## config.mk

```make
export PLATFORM = sky130hd
export DESIGN_NAME = hcet_tier_judge
export DESIGN_NICKNAME = d
export VERILOG_FILES = /design/src/hdl/hcet_pkg.sv /design/src/hdl/hcet_tier_judge.sv
export SDC_FILE = /design/constraint.sdc
export NUM_CORES = 1
export LEC_CHECK = 0
export BUFFER_PORTS_ARGS = -buffer_cell sky130_fd_sc_hd__buf_2
export CORE_MARGIN = 2
export CORE_UTILIZATION = 29
export DETAILED_ROUTE_END_ITERATION = 10
export GPL_ROUTABILITY_DRIVEN = 0
export PLACE_DENSITY = 0.65
export SLEW_MARGIN = 25
export SYNTH_ARGS = -nofsm -noshare
export SYNTH_HDL_FRONTEND = slang
export SYNTH_SLANG_ARGS = --single-unit
```

## constraint.sdc

```tcl
create_clock -name vclk -period 2.7
set_input_delay 0.27 -clock vclk [all_inputs]
set_output_delay 0.27 -clock vclk [all_outputs]
set_load 0.01 [all_outputs]
```

## src/hdl/hcet_pkg.sv

```systemverilog
// Shared types, codes and constants of the hang confirmation and escalation table.
`timescale 1ns / 1ps
`default_nettype none

package hcet_pkg;

    localparam int ENTRIES_DEFAULT = 64;
    localparam int GRACE_SCALE     = 1000;

    localparam int ROUNDS_W   = 16;
    localparam int GRACE_W    = 31;
    localparam int WINDOW_W   = 41;
    localparam int PROC_W     = 23;
    localparam int BACKEND_W  = 18;
    localparam int TIME_W     = 64;
    localparam int INDEX_W    = 6;
    localparam int CFG_INDEX_W = 2;
    localparam int CFG_DATA_W  = 32;

    localparam logic [ROUNDS_W-1:0] CONFIRM_RESET = 16'd3;
    localparam logic [GRACE_W-1:0]  GRACE_RESET   = 31'd5000;

    localparam logic [CFG_INDEX_W-1:0] CFG_CONFIRM_ROUNDS = 2'd0;
    localparam logic [CFG_INDEX_W-1:0] CFG_GRACE_MS       = 2'd1;

    localparam logic [1:0] REQ_TOUCH   = 2'd0;
    localparam logic [1:0] REQ_RECORD  = 2'd1;
    localparam logic [1:0] REQ_ROUND   = 2'd2;
    localparam logic [1:0] REQ_IGNORED = 2'd3;

    localparam logic [1:0] STATUS_HIT       = 2'd0;
    localparam logic [1:0] STATUS_NEW       = 2'd1;
    localparam logic [1:0] STATUS_FULL      = 2'd2;
    localparam logic [1:0] STATUS_NOT_FOUND = 2'd3;

    localparam logic [1:0] TIER_NONE      = 2'd0;
    localparam logic [1:0] TIER_CANCEL    = 2'd1;
    localparam logic [1:0] TIER_TERMINATE = 2'd2;
    localparam logic [1:0] TIER_DEGRADE   = 2'd3;

    typedef struct packed {
        logic [1:0]               req_type;
        logic [PROC_W-1:0]        proc_id;
        logic [BACKEND_W-1:0]     backend_slot;
        logic signed [TIME_W-1:0] now_us;
        logic [1:0]               applied_tier;
    } in_t;

    typedef struct packed {
        logic [1:0]          status;
        logic [INDEX_W-1:0]  entry_index;
        logic [ROUNDS_W-1:0] rounds_count;
        logic                is_ready;
        logic [1:0]          next_tier;
    } out_t;

endpackage

`default_nettype wire

```

## src/hdl/hcet_tier_judge.sv

```systemverilog
// Escalation decision from the last applied tier and the time since that action.
`timescale 1ns / 1ps
`default_nettype none

module hcet_tier_judge (
    input  wire logic [1:0]                       last_tier,
    input  wire logic [hcet_pkg::TIME_W:0]        elapsed,
    input  wire logic [hcet_pkg::WINDOW_W-1:0]    window,
    output logic      [1:0]                       next_tier
);

    logic passed;

    // The elapsed time is an exact signed difference; a negative one never passes.
    assign passed = !elapsed[hcet_pkg::TIME_W]
                    && (elapsed[hcet_pkg::TIME_W-1:0] >= hcet_pkg::TIME_W'(window));

    always_comb begin
        case (last_tier)
            hcet_pkg::TIER_NONE: begin
                next_tier = hcet_pkg::TIER_CANCEL;
            end
            hcet_pkg::TIER_CANCEL: begin
                next_tier = passed ? hcet_pkg::TIER_TERMINATE : hcet_pkg::TIER_NONE;
            end
            hcet_pkg::TIER_TERMINATE: begin
                next_tier = passed ? hcet_pkg::TIER_DEGRADE : hcet_pkg::TIER_NONE;
            end
            default: begin
                next_tier = hcet_pkg::TIER_DEGRADE;
            end
        endcase
    end

endmodule

`default_nettype wire

```

==> results of run 1 <==
[per-stage QoR]
step | util (%) | hold WS [ps]
after global routing | 45.4 | 950
after detailed placement | 45.4 | 920
after CTS | 45.4 | 924
after floorplan | - | 699
after global placement | 45.4 | 917
final | 45.4 | 932
[final timing paths]
path                      endpoint  slack, ps          from
worst max-delay path  next_tier[1]        280   elapsed[30]
worst min-delay path  next_tier[0]        930  last_tier[1]
[where the power goes]
part           switching [mW]  internal (mW)
Clock                       0              0
Sequential                  0              0
Combinational           0.104          0.123
[tightest hold or removal path: stages]
cell	delay (ps)
buf_2	110
a31o_1	140
buf_2	130
[routing by layer]
metal	vias up	track usage, %	routed length, um
met5	-	0	0
met4	0	0	0
met3	0	0.987	339
met2	71	23.7	1420
met1	574	16.1	1370
li1	812	-	-
[synth_stat cells, drive strengths merged]
library cell,number,area share [%]
a21boi,1,0.95
a21oi,16,7.0
a31o,1,0.74
nor4,6,3.2
nand2,13,5.5
nand4,7,3.7
nor2b,1,0.53
a221o,2,1.7
a221oi,1,0.74
nand3,6,2.5
o21a,1,0.63
ha,41,43
and4,4,2.9
o31ai,1,1.1
and3,1,0.63
maj3,1,0.95
a31oi,1,0.53
o221a,1,0.95
nor2,4,1.3
nor3,5,2.5
o21ai,4,1.7
inv,44,14
xnor2,1,0.74
a21o,1,0.63
o211ai,1,0.63
o311ai,1,1.4
[layout make-up]
type | count | area [um^2] | area share (%)
inverter | 44 | 165 | 9.16
multi-input combinational | 122 | 1020 | 56.8
tap | 50 | 62.6 | 3.47
timing repair buffer | 110 | 551 | 30.5
[logic make-up (layout without fill, tap and decap cells)]
logic type / Yosys count / after routing / synth area share (%)
adder cells (fa/ha/maj): 42 / 42 / 44.1
buffers and inverters: 44 / 154 / 13.9
AND/OR/NAND/NOR: 47 / 47 / 22.7
XOR/XNOR: 1 / 1 / 0.736
AO/OA/AOI/OAI: 32 / 32 / 18.6
==> results_dict.tcl, run 1 <==
set metrics [dict create \
    status "finished, final reports clean" \
    end_kind "output pin" \
    final_common_cell "buf_2" \
    core_area_mm2 0.00397 \
    drt_iter0_drc 39 \
    fillers 412 \
    syn-cell-area_mm2 0.00119 \
    drt_first_pass_iters 4 \
    dp_hpwl_um 3010 \
    vias 1457 \
    pin_count 110 \
    total_power_mw 0.227 \
    die_w_um 68.1 \
    worstPathMaxFanout 3 \
    die-area_mm2 0.00463 \
    portBuffers 110 \
    max_stage_delay_ps 350 \
    syn-num-nets 315 \
    yosysUniqueCellTypes 29 \
    cp_num_cells 9 \
    num-nets-final 427 \
    instances_no_fill 326 \
    diodes 0 \
    dp.cells 326 \
    final_hold_viol_count 0 \
    cp_common_cell "buf_2" \
    nClkBuffers 0 \
    cts_setup_buffers 0 \
    powerDensity_mw_per_mm2 126 \
    min_period_ps 2420 \
    die_y_um 68.1 \
    ff_latch_area_um2 0 \
    rows 23 \
    antenna_left 0 \
    cp_slowest_cell "a221o_1" \
    ir_drop_mv 0.0481 \
    avgSynthCellArea_um2 7.17 \
    finalCritPeriodShare_pct 89.5 \
    antenna_found_initial 0 \
    grt_pass1_wl_um 4730 \
    cts_resized 0 \
    cp.required_ps 2430 \
    ctsHoldBuffers 0 \
    setup_tns_ps 0 \
    tightest_slew_ps 354 \
    rsz0062_at_grt "false" \
    setup_viol 0 \
    layout_setup_ws_ps 284 \
    slew_violations 0 \
    setup.worst_path.class "input pin to output pin" \
    min_path_cells 3 \
    nFlopsAndLatches 0 \
    gr-usage-all-layers_pct 12.5 \
    ys_warn_count 0 \
    critPathArrivalTime_ps 2150 \
    overflow 0 \
    grt_pass1_vias 1274 \
    crit_path_start_kind "input pin" \
    grt_max_degree 5 \
    wl_per_cell_um 9.59 \
    crit_path_cell_trace "buf_2 > ha_1 > a21oi_2 > nand2_1 > a221o_1 > o31ai_2 > a31oi_1 > maj3_2 > buf_2" \
    syn_to_final_growth_pct 51.5 \
    remaining_drc_errors 0 \
    drv_cap 0 \
    timing.fmax_mhz 414 \
    syn-instance-count 166 \
    post-place-ws_ps 264 \
    vias_per_cell 4.47 \
    mostFrequentLayoutCells "buf_2 (110), inv_1 (44), ha_1 (41)" \
    stdcell_area_mm2 0.00180 \
    synth-seq-area-share_pct 0 \
    start_util_pct 30.0 \
    slew_headroom_pct 76.2 \
    crit_buf_inv 2 \
    min_path_type "input pin to output pin" \
    wirelength_um 3130 \
    dpl-instance-area_mm2 0.00180 \
    drive_gt1_share_pct 43.1 \
    crit_family "compound AO/OA/AOI/OAI gates" \
    p_leak_nw 1.12 \
]
Note: power is estimated with default switching activity, not from simulation.
==> inputs of run 2 (changes only) <==
Settings changed: SETUP_SLACK_MARGIN from default to 0.3.
==> results_dict.tcl, run 2 (same netlist as run 1, synthesis figures left out) <==
set metrics [dict create \
    antenna_found_initial 0 \
    drt_first_pass_iters 4 \
    tightest_slew_ps 256 \
    worstPathMaxFanout 3 \
    end_kind "output pin" \
    whs_ps 929 \
    switching_share_pct 46.4 \
    setup_viol 0 \
    cp.required_ps 2430 \
    diodes 0 \
    p_switching_mw 0.124 \
    die_w_um 68.1 \
    grt_max_degree 5 \
    critPathArrivalTime_ps 2090 \
    finalCritPeriodShare_pct 87.5 \
    nClkBuffers 0 \
    start_util_pct 30.0 \
    p_int_mw 0.143 \
    ff_latch_area_um2 0 \
    final_common_cell "buf_2" \
    rsz0062_at_grt "false" \
    status "finished, final reports clean" \
    gr-usage-all-layers_pct 12.4 \
    core_area_mm2 0.00397 \
    min_path_type "input pin to output pin" \
    fillers 395 \
    rows 23 \
    multi_input_area_mm2 0.00122 \
    total_power_mw 0.267 \
    antenna_left 0 \
    min_period_ps 2360 \
    stdcell_area_mm2 0.00202 \
    pwr-share-seq_pct 0 \
    clockPowerShare_pct 0 \
    dpl-instance-area_mm2 0.00180 \
    ctsHoldBuffers 0 \
    ir_drop_mv 0.0546 \
    dp.cells 326 \
    timing.fmax_mhz 423 \
    overflow 0 \
    setup.worst_path.class "input pin to output pin" \
    drv_cap 0 \
    post-place-ws_ps 264 \
    final_hold_viol_count 0 \
    syn_to_final_growth_pct 69.7 \
    die_y_um 68.1 \
    pin_count 110 \
    p_leak_nw 1.15 \
    p_comb_share_pct 100.0 \
    nFlopsAndLatches 0 \
    slew_headroom_pct 82.9 \
    powerDensity_mw_per_mm2 132 \
    layout_setup_ws_ps 337 \
    dp_hpwl_um 3010 \
    final_util_pct 50.9 \
    mostFrequentLayoutCells "buf_2 (110), inv_1 (40), ha_1 (30)" \
    setup_tns_ps 0 \
    die-area_mm2 0.00463 \
    wirelength_um 3390 \
    remaining_drc_errors 0 \
    drt_iter0_drc 20 \
    grt_pass1_wl_um 4710 \
    num-nets-final 430 \
    vias 1503 \
    wl_per_cell_um 10.3 \
    portBuffers 110 \
    slew_violations 0 \
    instances_no_fill 329 \
    vias_per_cell 4.57 \
    grt_pass1_vias 1264 \
    crit_path_start_kind "input pin" \
    drive_gt1_share_pct 51.6 \
]
-- run 2: cell count changes in the layout (fill, tap and decap cells not counted), sizes merged --
cell,before,now
buf,110,113
-- run 2: timing repair --
item	CTS	global route
setup endpoints to repair	1	1
pin swaps	2	19
setup buffers	0	3
gates resized for setup	1	26
hold endpoints to repair	0	0
-- run 2: area by class of cell --
type                            count  share of cell area, %
Inverter                           44                   8.18
Multi-Input combinational cell    122                   60.3
Tap cell                           50                   3.10
Timing Repair Buffer              113                   28.4
-- run 2: routing by layer --
layer / global-route usage, % / vias up / share of wire [%]
met5: 0 / - / 0
met4: 0 / 0 / 0
met3: 0.987 / 0 / 9.9
met2: 23.5 / 69 / 48
met1: 16.0 / 617 / 43
li1: - / 817 / -
-- run 2: worst max-delay path, stage by stage --
cell and delay (ps):
buf_2 100, inv_2 60, ha_4 200, a21oi_1 140, nand2_1 70, a221o_1 370
o311ai_2 290, a31oi_1 150, maj3_2 310, buf_2 140
-- run 2: power by group through the flow --
stage	clock network, mW	registers, mW	logic (mW)
floorplan	0	0	0.122
CTS	0	0	0.233
finish	0	0	0.267
global route	0	0	0.307
global placement	0	0	0.225
detailed placement	0	0	0.229
-- run 2: path summary, 6_finish.rpt --
check                   startpoint  cells after the start           end
worst max-delay path    window[14]                     10  next_tier[1]
worst min-delay path  last_tier[1]                      3  next_tier[0]
==> inputs of run 3 (changes only) <==
Clock period 2.7 ns to 3 ns, I/O delays scaled along.
==> results_dict.tcl, run 3 (same netlist as run 1, synthesis figures left out) <==
set metrics [dict create \
    cp.required_ps 2700 \
    finalCritPeriodShare_pct 82.3 \
    min_period_ps 2470 \
    instances_no_fill 326 \
    drt_first_pass_iters 4 \
    hp-start "last_tier[1]" \
    start_util_pct 30.0 \
    dp.cells 326 \
    ctsHoldBuffers 0 \
    timing.fmax_mhz 405 \
    status "finished, final reports clean" \
    portBuffers 110 \
    fillers 417 \
    powerDensity_mw_per_mm2 113 \
    dp_hpwl_um 3020 \
    wirelength_um 3130 \
    layout_setup_ws_ps 532 \
    die_y_um 68.1 \
    drive_gt1_share_pct 43.1 \
    whs_endpoint "next_tier[0]" \
    setup_tns_ps 0 \
    die-area_mm2 0.00463 \
    total_power_mw 0.203 \
    tightest_slew_ps 372 \
    critPathArrivalTime_ps 2170 \
    rsz0062_at_grt "false" \
    cts_resized 0 \
    slew_violations 0 \
    cts_setup_buffers 0 \
    antenna_left 0 \
    num-nets-final 427 \
    overflow 0 \
    ff_latch_area_um2 0 \
    syn_to_final_growth_pct 51.5 \
    p_leak_nw 1.12 \
    die_w_um 68.1 \
    whs_ps 979 \
    core_area_mm2 0.00397 \
    vias_per_cell 4.44 \
    grt_max_degree 5 \
    gr-usage-all-layers_pct 12.3 \
    nClkBuffers 0 \
    ir_drop_mv 0.0438 \
    drt_iter0_drc 38 \
    setup_viol 0 \
    pin_count 110 \
    worstPathMaxFanout 3 \
    min_path_type "input pin to output pin" \
    remaining_drc_errors 0 \
    drv_cap 0 \
    grt_pass1_vias 1237 \
    wl_per_cell_um 9.59 \
    rows 23 \
    min_path_cells 3 \
    vias 1449 \
    mostFrequentLayoutCells "buf_2 (110), inv_1 (44), ha_1 (41)" \
    antenna_found_initial 0 \
    setup.worst_path.class "input pin to output pin" \
    final_common_cell "buf_2" \
    slew_headroom_pct 74.9 \
    crit_path_start_kind "input pin" \
    grt_pass1_wl_um 4680 \
    multi_input_area_mm2 0.00102 \
    nFlopsAndLatches 0 \
    post-place-ws_ps 514 \
    end_kind "output pin" \
    diodes 0 \
    final_hold_viol_count 0 \
]
-- run 3: changes by cell type in the layout (fill, tap and decap cells not counted), moves of 3 or more --
| cell | previous run | this run |
|---|---|---|
| inv_1 | 40 | 44 |
| ha_4 | 11 | 0 |
| ha_1 | 30 | 41 |
| buf_4 | 3 | 0 |
| inv_2 | 4 | 0 |
-- run 3: worst max-delay path: stages --
cell and delay, ps:
buf_2 100, ha_1 330, a21oi_2 150, nand2_1 60
a221o_1 350, o31ai_2 300, a31oi_1 140, maj3_2 310
buf_2 140
-- run 3: where the power goes --
group	internal [mW]	switching [mW]	total [mW]	leakage [nW]
clock	0	0	0	0
sequential	0	0	0	0
combinational	0.111	0.0925	0.203	1.12
total	0.111	0.0925	0.203	1.12
-- run 3: how the worst max path moves through the flow --
stage,start,to,depth (start not counted),slack (ps)
2_1_floorplan,window[30],next_tier[1],8,840
3_3_place_gp,elapsed[30],next_tier[1],9,560
3_5_place_dp,elapsed[30],next_tier[1],9,510
4_1_cts,elapsed[30],next_tier[1],9,510
5_1_grt,elapsed[30],next_tier[1],9,440
6_report,elapsed[30],next_tier[1],9,530
-- run 3: through the flow --
step                area, um^2  utilization, %
global route              1800            45.4
detailed placement        1800            45.4
floorplan                 1190               -
finish                    1800            45.4
CTS                       1800            45.4
global placement          1800            45.4
-- run 3: area by class of cell --
type,instances,area share (%)
Multi-Input combinational cell,122,56.8
Timing Repair Buffer,110,30.5
Inverter,44,9.16
Tap cell,50,3.47
-- run 3: routing by layer --
| layer | up-vias | share of wire (%) | GRT usage (%) |
|---|---|---|---|
| li1 | 810 | - | - |
| met1 | 572 | 44 | 15.7 |
| met2 | 67 | 46 | 23.7 |
| met3 | 0 | 10 | 0.987 |
| met4 | 0 | 0 | 0 |
| met5 | - | 0 | 0 |
